===== config.mk =====
export PLATFORM = sky130hd
export DESIGN_NAME = two_operand_text_calculator_core_flat
export DESIGN_NICKNAME = d
export VERILOG_FILES = /design/src/rtl/tocalc_pkg.sv /design/src/rtl/tocalc_if.sv /design/src/rtl/tocalc_alu.sv /design/src/rtl/two_operand_text_calculator_core.sv /design/src/flat_wrapper.sv
export SDC_FILE = /design/constraint.sdc
export NUM_CORES = 2
export LEC_CHECK = 0
export BUFFER_PORTS_ARGS = -buffer_cell sky130_fd_sc_hd__buf_2
export CORE_ASPECT_RATIO = 0.9
export CORE_MARGIN = 5
export CORE_UTILIZATION = 40
export DETAILED_ROUTE_END_ITERATION = 7
export GPL_TIMING_DRIVEN = 1
export PLACE_DENSITY_LB_ADDON = 0.15
export SLEW_MARGIN = 10
export SYNTH_ARGS = -nofsm -noshare
export SYNTH_HDL_FRONTEND = slang
export SYNTH_SLANG_ARGS = --single-unit

===== constraint.sdc =====
create_clock -name clock -period 10.98 [get_ports clock]
set_clock_uncertainty 0.1 [all_clocks]
set_input_delay 1.647 -clock clock [delete_from_list [all_inputs] [get_ports clock]]
set_output_delay 1.647 -clock clock [all_outputs]
set_load 0.03 [all_outputs]

===== src/rtl/tocalc_pkg.sv =====
// ----------------------------------------------------------------------------
// tocalc_pkg
// Shared types, character codes and helpers for the text calculator core.
// ----------------------------------------------------------------------------
`default_nettype none

package tocalc_pkg;

   localparam int CHAR_WIDTH    = 8;
   localparam int OPERAND_WIDTH = 31;
   localparam int VALUE_WIDTH   = 32;
   localparam int STATUS_WIDTH  = 2;
   localparam int CNT_WIDTH     = $clog2(OPERAND_WIDTH);

   localparam logic [OPERAND_WIDTH-1:0] OPERAND_MAX = {OPERAND_WIDTH{1'b1}};

   localparam logic [CHAR_WIDTH-1:0] CHAR_NUL   = 8'h00;
   localparam logic [CHAR_WIDTH-1:0] CHAR_ZERO  = 8'h30;
   localparam logic [CHAR_WIDTH-1:0] CHAR_NINE  = 8'h39;
   localparam logic [CHAR_WIDTH-1:0] OP_PLUS    = 8'h2B;
   localparam logic [CHAR_WIDTH-1:0] OP_MINUS   = 8'h2D;
   localparam logic [CHAR_WIDTH-1:0] OP_STAR    = 8'h2A;
   localparam logic [CHAR_WIDTH-1:0] OP_SLASH   = 8'h2F;
   localparam logic [CHAR_WIDTH-1:0] OP_PERCENT = 8'h25;
   localparam logic [CHAR_WIDTH-1:0] OP_CARET   = 8'h5E;

   localparam logic [STATUS_WIDTH-1:0] ST_OK       = 2'd0;
   localparam logic [STATUS_WIDTH-1:0] ST_DIV_ZERO = 2'd1;
   localparam logic [STATUS_WIDTH-1:0] ST_BAD_OP   = 2'd2;

   typedef struct packed {
      logic                     start;
      logic [CHAR_WIDTH-1:0]    op;
      logic [OPERAND_WIDTH-1:0] x;
      logic [OPERAND_WIDTH-1:0] y;
   } alu_cmd_type;

   typedef struct packed {
      logic                    done;
      logic [VALUE_WIDTH-1:0]  value;
      logic [STATUS_WIDTH-1:0] status;
   } alu_res_type;

   function automatic logic is_digit(input logic [CHAR_WIDTH-1:0] c);
      return (c >= CHAR_ZERO) && (c <= CHAR_NINE);
   endfunction

   // acc * 10 + digit, held at OPERAND_MAX once reached
   function automatic logic [OPERAND_WIDTH-1:0] accumulate(
      input logic [OPERAND_WIDTH-1:0] acc,
      input logic [CHAR_WIDTH-1:0]    c
   );
      logic [OPERAND_WIDTH+3:0] n;
      logic [CHAR_WIDTH-1:0]    d;
      d = c - CHAR_ZERO;
      n = {acc, 3'b000} + {2'b00, acc, 1'b0} + {{(OPERAND_WIDTH-4){1'b0}}, d[3:0]};
      if (n >= {4'b0000, OPERAND_MAX}) begin
         return OPERAND_MAX;
      end
      return n[OPERAND_WIDTH-1:0];
   endfunction

endpackage

`default_nettype wire


===== src/rtl/tocalc_if.sv =====
// ----------------------------------------------------------------------------
// tocalc channel interfaces
// Valid/ready channels for the character stream and the result stream.
// ----------------------------------------------------------------------------
`default_nettype none

interface tocalc_req_if;
   logic                              valid;
   logic                              ready;
   logic [tocalc_pkg::CHAR_WIDTH-1:0] char_in;

   modport source (output valid, output char_in, input ready);
   modport sink   (input valid, input char_in, output ready);
endinterface

interface tocalc_rsp_if;
   logic                                       valid;
   logic                                       ready;
   logic signed [tocalc_pkg::VALUE_WIDTH-1:0]  value;
   logic        [tocalc_pkg::STATUS_WIDTH-1:0] status;

   modport source (output valid, output value, output status, input ready);
   modport sink   (input valid, input value, input status, output ready);
endinterface

`default_nettype wire


===== src/rtl/tocalc_alu.sv =====
// ----------------------------------------------------------------------------
// tocalc_alu
// Sequenced arithmetic unit: add, subtract, multiply, restoring divide and
// power by squaring; multiply and power share one 32-bit multiplier.
// ----------------------------------------------------------------------------
`default_nettype none

module tocalc_alu (
   input  wire logic                    clock,
   input  wire logic                    reset,
   input  wire tocalc_pkg::alu_cmd_type cmd,
   output      tocalc_pkg::alu_res_type res
);
   import tocalc_pkg::*;

   typedef enum logic [5:0] {
      U_IDLE    = 6'b000001,
      U_MUL     = 6'b000010,
      U_DIV     = 6'b000100,
      U_POW_MUL = 6'b001000,
      U_POW_SQ  = 6'b010000,
      U_DONE    = 6'b100000
   } alu_state_type;

   alu_state_type             state_ff, state_in;
   logic [VALUE_WIDTH-1:0]    acc_ff, acc_in;
   logic [VALUE_WIDTH-1:0]    base_ff, base_in;
   logic [OPERAND_WIDTH-1:0]  exp_ff, exp_in;
   logic [CNT_WIDTH-1:0]      cnt_ff, cnt_in;
   logic [CHAR_WIDTH-1:0]     op_ff, op_in;
   logic [VALUE_WIDTH-1:0]    value_ff, value_in;
   logic [STATUS_WIDTH-1:0]   status_ff, status_in;

   logic [VALUE_WIDTH-1:0]    mul_a;
   logic [VALUE_WIDTH-1:0]    prod;
   logic [VALUE_WIDTH-1:0]    rem_shift;
   logic [VALUE_WIDTH:0]      diff;
   logic                      fits;
   logic [VALUE_WIDTH-1:0]    rem_next;
   logic [OPERAND_WIDTH-1:0]  quo_next;

   assign mul_a     = (state_ff == U_POW_SQ) ? base_ff : acc_ff;
   assign prod      = mul_a * base_ff;
   assign rem_shift = {acc_ff[VALUE_WIDTH-2:0], base_ff[OPERAND_WIDTH-1]};
   assign diff      = {1'b0, rem_shift} - {2'b00, exp_ff};
   assign fits      = !diff[VALUE_WIDTH];
   assign rem_next  = fits ? diff[VALUE_WIDTH-1:0] : rem_shift;
   assign quo_next  = {base_ff[OPERAND_WIDTH-2:0], fits};

   always_comb begin
      state_in  = state_ff;
      acc_in    = acc_ff;
      base_in   = base_ff;
      exp_in    = exp_ff;
      cnt_in    = cnt_ff;
      op_in     = op_ff;
      value_in  = value_ff;
      status_in = status_ff;
      case (state_ff)
         U_IDLE: begin
            if (cmd.start) begin
               op_in     = cmd.op;
               status_in = ST_OK;
               value_in  = '0;
               acc_in    = {1'b0, cmd.x};
               base_in   = {1'b0, cmd.y};
               exp_in    = cmd.y;
               state_in  = U_DONE;
               case (cmd.op)
                  OP_PLUS:  value_in = {1'b0, cmd.x} + {1'b0, cmd.y};
                  OP_MINUS: value_in = {1'b0, cmd.x} - {1'b0, cmd.y};
                  OP_STAR:  state_in = U_MUL;
                  OP_SLASH, OP_PERCENT: begin
                     if (cmd.y == '0) begin
                        status_in = ST_DIV_ZERO;
                     end else begin
                        acc_in   = '0;
                        base_in  = {1'b0, cmd.x};
                        cnt_in   = CNT_WIDTH'(OPERAND_WIDTH - 1);
                        state_in = U_DIV;
                     end
                  end
                  OP_CARET: begin
                     acc_in  = VALUE_WIDTH'(1);
                     base_in = {1'b0, cmd.x};
                     if (cmd.y == '0) begin
                        value_in = VALUE_WIDTH'(1);
                     end else begin
                        state_in = U_POW_MUL;
                     end
                  end
                  default: status_in = ST_BAD_OP;
               endcase
            end
         end
         U_MUL: begin
            value_in = prod;
            state_in = U_DONE;
         end
         U_DIV: begin
            acc_in  = rem_next;
            base_in = {1'b0, quo_next};
            cnt_in  = cnt_ff - CNT_WIDTH'(1);
            if (cnt_ff == '0) begin
               value_in = (op_ff == OP_SLASH) ? {1'b0, quo_next} : rem_next;
               state_in = U_DONE;
            end
         end
         U_POW_MUL: begin
            if (exp_ff[0]) begin
               acc_in = prod;
            end
            state_in = U_POW_SQ;
         end
         U_POW_SQ: begin
            base_in = prod;
            exp_in  = exp_ff >> 1;
            if (exp_ff[OPERAND_WIDTH-1:1] == '0) begin
               value_in = acc_ff;
               state_in = U_DONE;
            end else begin
               state_in = U_POW_MUL;
            end
         end
         U_DONE: state_in = U_IDLE;
         default: state_in = U_IDLE;
      endcase
   end

   always_ff @(posedge clock) begin
      if (reset) begin
         state_ff <= U_IDLE;
      end else begin
         state_ff <= state_in;
      end
      acc_ff    <= acc_in;
      base_ff   <= base_in;
      exp_ff    <= exp_in;
      cnt_ff    <= cnt_in;
      op_ff     <= op_in;
      value_ff  <= value_in;
      status_ff <= status_in;
   end

   assign res.done   = (state_ff == U_DONE);
   assign res.value  = value_ff;
   assign res.status = status_ff;

   a_start_idle : assert property (@(posedge clock) disable iff (reset)
      cmd.start |-> state_ff == U_IDLE)
      else $error("start outside idle");

   a_div_nonzero : assert property (@(posedge clock) disable iff (reset)
      state_ff == U_DIV |-> exp_ff != '0)
      else $error("divide step with zero divisor");

   a_zero_status : assert property (@(posedge clock) disable iff (reset)
      (state_ff == U_DONE && status_ff == ST_DIV_ZERO)
         |-> (op_ff == OP_SLASH || op_ff == OP_PERCENT))
      else $error("divide-by-zero status for other operator");

endmodule

`default_nettype wire


===== src/rtl/two_operand_text_calculator_core.sv =====
// ----------------------------------------------------------------------------
// two_operand_text_calculator_core
// Character-driven two-operand calculator with one result per expression.
// ----------------------------------------------------------------------------
// A character transfer is accepted whenever an operand or the operator is
// being read. The terminator starts the shared arithmetic unit and the input
// stalls until the result sits in the output register. Add, subtract, unknown
// operators and a zero divisor go straight from idle to done, multiply passes
// through the multiply state, divide and modulo take one quotient bit per
// cycle over 31 bits, and power does one conditional multiply and one
// squaring on the one multiplier for each exponent bit. A result still
// held in the output register adds its stall.
`default_nettype none

module two_operand_text_calculator_core (
   input wire logic   clock,
   input wire logic   reset,
   tocalc_req_if.sink   req,
   tocalc_rsp_if.source rsp
);
   import tocalc_pkg::*;

   typedef enum logic [3:0] {
      S_LEFT  = 4'b0001,
      S_RIGHT = 4'b0010,
      S_EXEC  = 4'b0100,
      S_EMIT  = 4'b1000
   } core_state_type;

   core_state_type            state_ff, state_in;
   logic [OPERAND_WIDTH-1:0]  left_ff, left_in;
   logic [OPERAND_WIDTH-1:0]  right_ff, right_in;
   logic [CHAR_WIDTH-1:0]     op_ff, op_in;
   logic                      out_valid_ff, out_valid_in;
   logic [VALUE_WIDTH-1:0]    out_value_ff, out_value_in;
   logic [STATUS_WIDTH-1:0]   out_status_ff, out_status_in;

   alu_cmd_type               alu_cmd;
   alu_res_type               alu_res;
   logic                      alu_start;
   logic                      in_xfer;
   logic                      digit;

   assign req.ready = (state_ff == S_LEFT) || (state_ff == S_RIGHT);
   assign in_xfer   = req.valid && req.ready;
   assign digit     = is_digit(req.char_in);

   assign alu_cmd = '{start: alu_start, op: op_ff, x: left_ff, y: right_ff};

   always_comb begin
      state_in      = state_ff;
      left_in       = left_ff;
      right_in      = right_ff;
      op_in         = op_ff;
      out_valid_in  = out_valid_ff && !rsp.ready;
      out_value_in  = out_value_ff;
      out_status_in = out_status_ff;
      alu_start     = 1'b0;
      case (state_ff)
         S_LEFT: begin
            if (in_xfer) begin
               if (digit) begin
                  left_in = accumulate(left_ff, req.char_in);
               end else if (req.char_in != CHAR_NUL) begin
                  op_in    = req.char_in;
                  state_in = S_RIGHT;
               end else begin
                  alu_start = 1'b1;
                  state_in  = S_EXEC;
               end
            end
         end
         S_RIGHT: begin
            if (in_xfer) begin
               if (digit) begin
                  right_in = accumulate(right_ff, req.char_in);
               end else begin
                  alu_start = 1'b1;
                  state_in  = S_EXEC;
               end
            end
         end
         S_EXEC: begin
            if (alu_res.done) begin
               state_in = S_EMIT;
            end
         end
         S_EMIT: begin
            if (!out_valid_ff || rsp.ready) begin
               out_valid_in  = 1'b1;
               out_value_in  = alu_res.value;
               out_status_in = alu_res.status;
               state_in      = S_LEFT;
            end
         end
         default: state_in = S_LEFT;
      endcase
      if (alu_start) begin
         left_in  = '0;
         right_in = '0;
         op_in    = CHAR_NUL;
      end
   end

   always_ff @(posedge clock) begin
      if (reset) begin
         state_ff     <= S_LEFT;
         left_ff      <= '0;
         right_ff     <= '0;
         op_ff        <= CHAR_NUL;
         out_valid_ff <= 1'b0;
      end else begin
         state_ff     <= state_in;
         left_ff      <= left_in;
         right_ff     <= right_in;
         op_ff        <= op_in;
         out_valid_ff <= out_valid_in;
      end
      out_value_ff  <= out_value_in;
      out_status_ff <= out_status_in;
   end

   tocalc_alu u_alu (
      .clock (clock),
      .reset (reset),
      .cmd   (alu_cmd),
      .res   (alu_res)
   );

   assign rsp.valid  = out_valid_ff;
   assign rsp.value  = out_value_ff;
   assign rsp.status = out_status_ff;

   a_done_to_emit : assert property (@(posedge clock) disable iff (reset)
      (state_ff == S_EXEC && alu_res.done) |=> state_ff == S_EMIT)
      else $error("unit result not taken to emit");

   a_rise_from_emit : assert property (@(posedge clock) disable iff (reset)
      $rose(out_valid_ff) |-> $past(state_ff == S_EMIT))
      else $error("result raised outside emit");

   a_start_clears : assert property (@(posedge clock) disable iff (reset)
      alu_start |=> (left_ff == '0 && right_ff == '0 && op_ff == CHAR_NUL))
      else $error("operands not cleared after expression end");

endmodule

`default_nettype wire

===== src/flat_wrapper.sv =====
// flat-port wrapper written by rule: the top's interface ports become plain ports
module two_operand_text_calculator_core_flat import tocalc_pkg::*;
  (clock, reset, req_valid, req_char_in, req_ready, rsp_valid, rsp_value, rsp_status, rsp_ready);
  tocalc_req_if req_i ();
  tocalc_rsp_if rsp_i ();
  input wire logic clock;
  input wire logic reset;
  input wire logic [$bits(req_i.valid)-1:0] req_valid;
  input wire logic [$bits(req_i.char_in)-1:0] req_char_in;
  output wire logic [$bits(req_i.ready)-1:0] req_ready;
  output wire logic [$bits(rsp_i.valid)-1:0] rsp_valid;
  output wire logic [$bits(rsp_i.value)-1:0] rsp_value;
  output wire logic [$bits(rsp_i.status)-1:0] rsp_status;
  input wire logic [$bits(rsp_i.ready)-1:0] rsp_ready;
  assign req_i.valid = req_valid;
  assign req_i.char_in = req_char_in;
  assign req_ready = req_i.ready;
  assign rsp_valid = rsp_i.valid;
  assign rsp_value = rsp_i.value;
  assign rsp_status = rsp_i.status;
  assign rsp_i.ready = rsp_ready;
  two_operand_text_calculator_core u_core (.clock(clock), .reset(reset), .req(req_i), .rsp(rsp_i));
endmodule

==> flow_summary.yaml <==
worst_setup_path:
  cp_max_fo: 25
  cp.arrival_ps: 9680
  reg2reg_slack_ps: 1510
  endpoint_kind: "flop"
  crit_required_ps: 11190
  cp-start-kind: "flop"
  ff2ff_path_depth: 28
  crit-reg2reg-launch: "u_core.u_alu.state_ff[3]"
  setup.worst_path.class: "reg -> reg"
  slowest_delay_ps: 650
  cp_slowest_cell: "nand2_1"
  cpMostUsedCell: "fa_1"
  r2r_end: "u_core.u_alu.acc_ff[29]"
sta:
  finalSetupTns_ps: 0
  setup_violations: 0
  fmax_mhz: 106
  relSlewSlack_pct: 27.8
  slew_violations: 0
  fin_crit_sh_pct: 86.2
  grt_setup_unrepaired: "no"
  period_needed_ps: 9470
  finalHoldViolCount: 0
  tightestPinTransition_ps: 1080
  setup_ws_ps: 1510
layout:
  drive_above_1_share_pct: 5.93
  finalInstanceArea_um2: 37800
  multiInputGateArea_um2: 25800
  layout.nets: 4543
  synthToLayoutAreaGrowth_pct: 7.10
  ff_latch_area_um2: 6910
  nFillCells: 8752
yosys:
  ys_seq_elements: 257
  synth.area.top_cells: "fa_1 23%, edfxtp_1 15%, ha_1 11%"
  async_reset_ff_share_pct: 0
  ys_seq_area_share_pct: 19.6
  synthCells: 3858
  synth-edff-count: 176
  ys_types: 85
  synthFlopType: "edfxtp_1"
  netlist_area_um2: 35300
  synth-xor-area-share_pct: 5.39
  synth_compound_area_share_pct: 15.0
  syn_avg_cell_area_um2: 9.14
  synth_mux_area_share_pct: 2.82
  synth_top_family_by_area: "adder cells"
  synth_top_area_share_pct: 23.5
  ys_warn_count: 0
  synth-simple-area-share_pct: 15.4
  synth_fa_ha_area_share_pct: 34.5
  synth_fp_nets: 4593
  yosys.area.top_type: "fa_1"
clock_network:
  cts_root_buf: "clkbuf_16"
  cts_num_sinks: 257
  tritoncts: "yes"
  clk_latency_ps: 580
  cts_buffers: 29
  postCtsHoldBufs: 0
  postCtsSetupRepairBufs: 0
  path_clk_slew_ps: 70
  h-tree-depth: 1
  cts_buffer_depth: 3
  cts_resized: 0
power_and_ir_drop:
  leakage_nw: 17.3
  p_total_mw: 5.08
  p_seq_share_pct: 22.5
  power_density_nw_per_um2: 135
  irDropWorstVdd_mv: 0.185
  swShare_pct: 44.8
  pwr-share-clk_pct: 21.1
  comb_power_share_pct: 56.4
  p_switching_mw: 2.28
  p_int_mw: 2.81
hold_path:
  hold_start: "u_core.u_alu.value_ff[21]"
  hp-class: "reg -> reg"
  whs_endpoint: "u_core.rsp.value[21]"
  min_path_cells: 0
routing:
  drc: 0
  via_count: 28100
  firstDrtPassIters: 7
  ant_nets: 0
  wl_um: 118000
  avgViaCountPerCell: 5.63
  drt_iter0_drc: 2479
  wl_per_cell_um: 23.7
floorplan:
  dieArea_um2: 94200
  io_pins: 48
  rows: 103
  die_h_um: 292
  die_x_um: 323
  initial_core_util_pct: 40.3
  core-area_um2: 87600
global_route:
  grt_max_degree: 69
  gr-usage-all-layers_pct: 24.9
  overflow: 0
  first_global_vias: 28200
  grt_antenna_before_repair: 12
  grt_pass1_wl_um: 180000
placement:
  dpl.hpwl_um: 90000
  pre_cts_ws_ps: 1580
  io_buffers: 47
  place_area_um2: 36800
  place.gp.congestion: 0.917
run_status:
  outcome: "completed"
run:
  maxCapViolCount: 0
per-layer routing:
metal,vias up,global-route usage (%),share of wire (%)
met5,-,0,0.028
met4,6,6.13,2.9
met3,190,4.58,7.8
met2,993,38.1,44
met1,13900,36.6,46
li1,13000,-,-
power by group through the flow:
stage,Clock [mW],Combinational (mW),Sequential [mW]
global route,1.13,3.13,1.15
global placement,0,2.82,1.16
floorplan,0,1.98,1.15
finish,1.07,2.87,1.14
detailed placement,0,2.83,1.16
CTS,1.09,2.85,1.14
layout make-up:
type / count / share of cell area (%)
clock buffers: 36 / 2.16
repair buffers: 119 / 2.05
flip-flops and latches: 257 / 18.3
diodes: 1 / 0.00662
well taps: 1155 / 3.83
clock inverters: 18 / 0.550
inverters: 481 / 4.78
multi-input cells: 2920 / 68.3
how the worst max path moves through the flow:
stage	start	to	slack, ps	cells after the start
2_1_floorplan	u_core.u_alu.state_ff[2]	u_core.u_alu.acc_ff[29]	2460	29
3_3_place_gp	u_core.u_alu.state_ff[3]	u_core.u_alu.acc_ff[29]	1760	28
3_5_place_dp	u_core.u_alu.state_ff[3]	u_core.u_alu.acc_ff[29]	1580	28
4_1_cts	u_core.u_alu.state_ff[3]	u_core.u_alu.acc_ff[29]	1540	28
5_1_grt	u_core.u_alu.state_ff[3]	u_core.u_alu.acc_ff[29]	1250	27
6_report	u_core.u_alu.state_ff[3]	u_core.u_alu.acc_ff[29]	1510	28
cells in the final DEF (no fill, tap or decap), drive strengths merged, types with 42 or more instances in the layout:
master and instances:
and2 301, nor2 109, buf 119, inv 482, nand3 42, xnor2 117, edfxtp 176, mux2i 65
o21ai 242, a21oi 197, nand2 418, fa 414, ha 309, dfxtp 81, a21o 78, xor2 89
worst max-delay path, delay by kind of cell, from the launching register on:
kind	cells	cell delay, ps
adders and majority gates	9	4080
DFF	1	360
xor gates and xnor gates	1	160
AOI/OAI and AO/OA	7	1680
buffers and inverters	5	860
and+or+nand+nor	6	1900
Yosys cell counts (89+ instances only):
cell      count
ha_1        309
fa_1        414
and2_1      301
edfxtp_1    176
xor2_1       89
o21ai_0     242
nand2_1     417
a21oi_1     197
clkbuf_1    172
nor2_1      109
xnor2_1     116
inv_1       481
flip-flops by register name, summed over array words and instances, names as in the netlist, 6 cells and up:
signal and flops:
u_core.op_ff 8, u_core.right_ff 31, u_core.u_alu.op_ff 8, u_core.u_alu.state_ff 6
u_core.left_ff 31, u_core.u_alu.acc_ff 32, u_core.rsp.value 32, u_core.u_alu.value_ff 32
u_core.u_alu.exp_ff 31, u_core.u_alu.base_ff 32
cells by family after synthesis:
logic type / after synthesis
simple gates: 1071
fa+ha+maj: 723
xor+xnor: 210
compound gates: 821
flops: 257
buf+inv: 681
mux: 95
metrics by stage:
step           hold WS, ps  instances  utilization (%)
2_1_floorplan          300       3858                -
3_3_place_gp           301       4932             41.9
3_5_place_dp           305       4932             41.9
4_1_cts                317       4986             43.1
5_1_grt                325       4986             43.1
6_report               317       4987             43.1
Note: power is estimated with default switching activity, not from simulation.
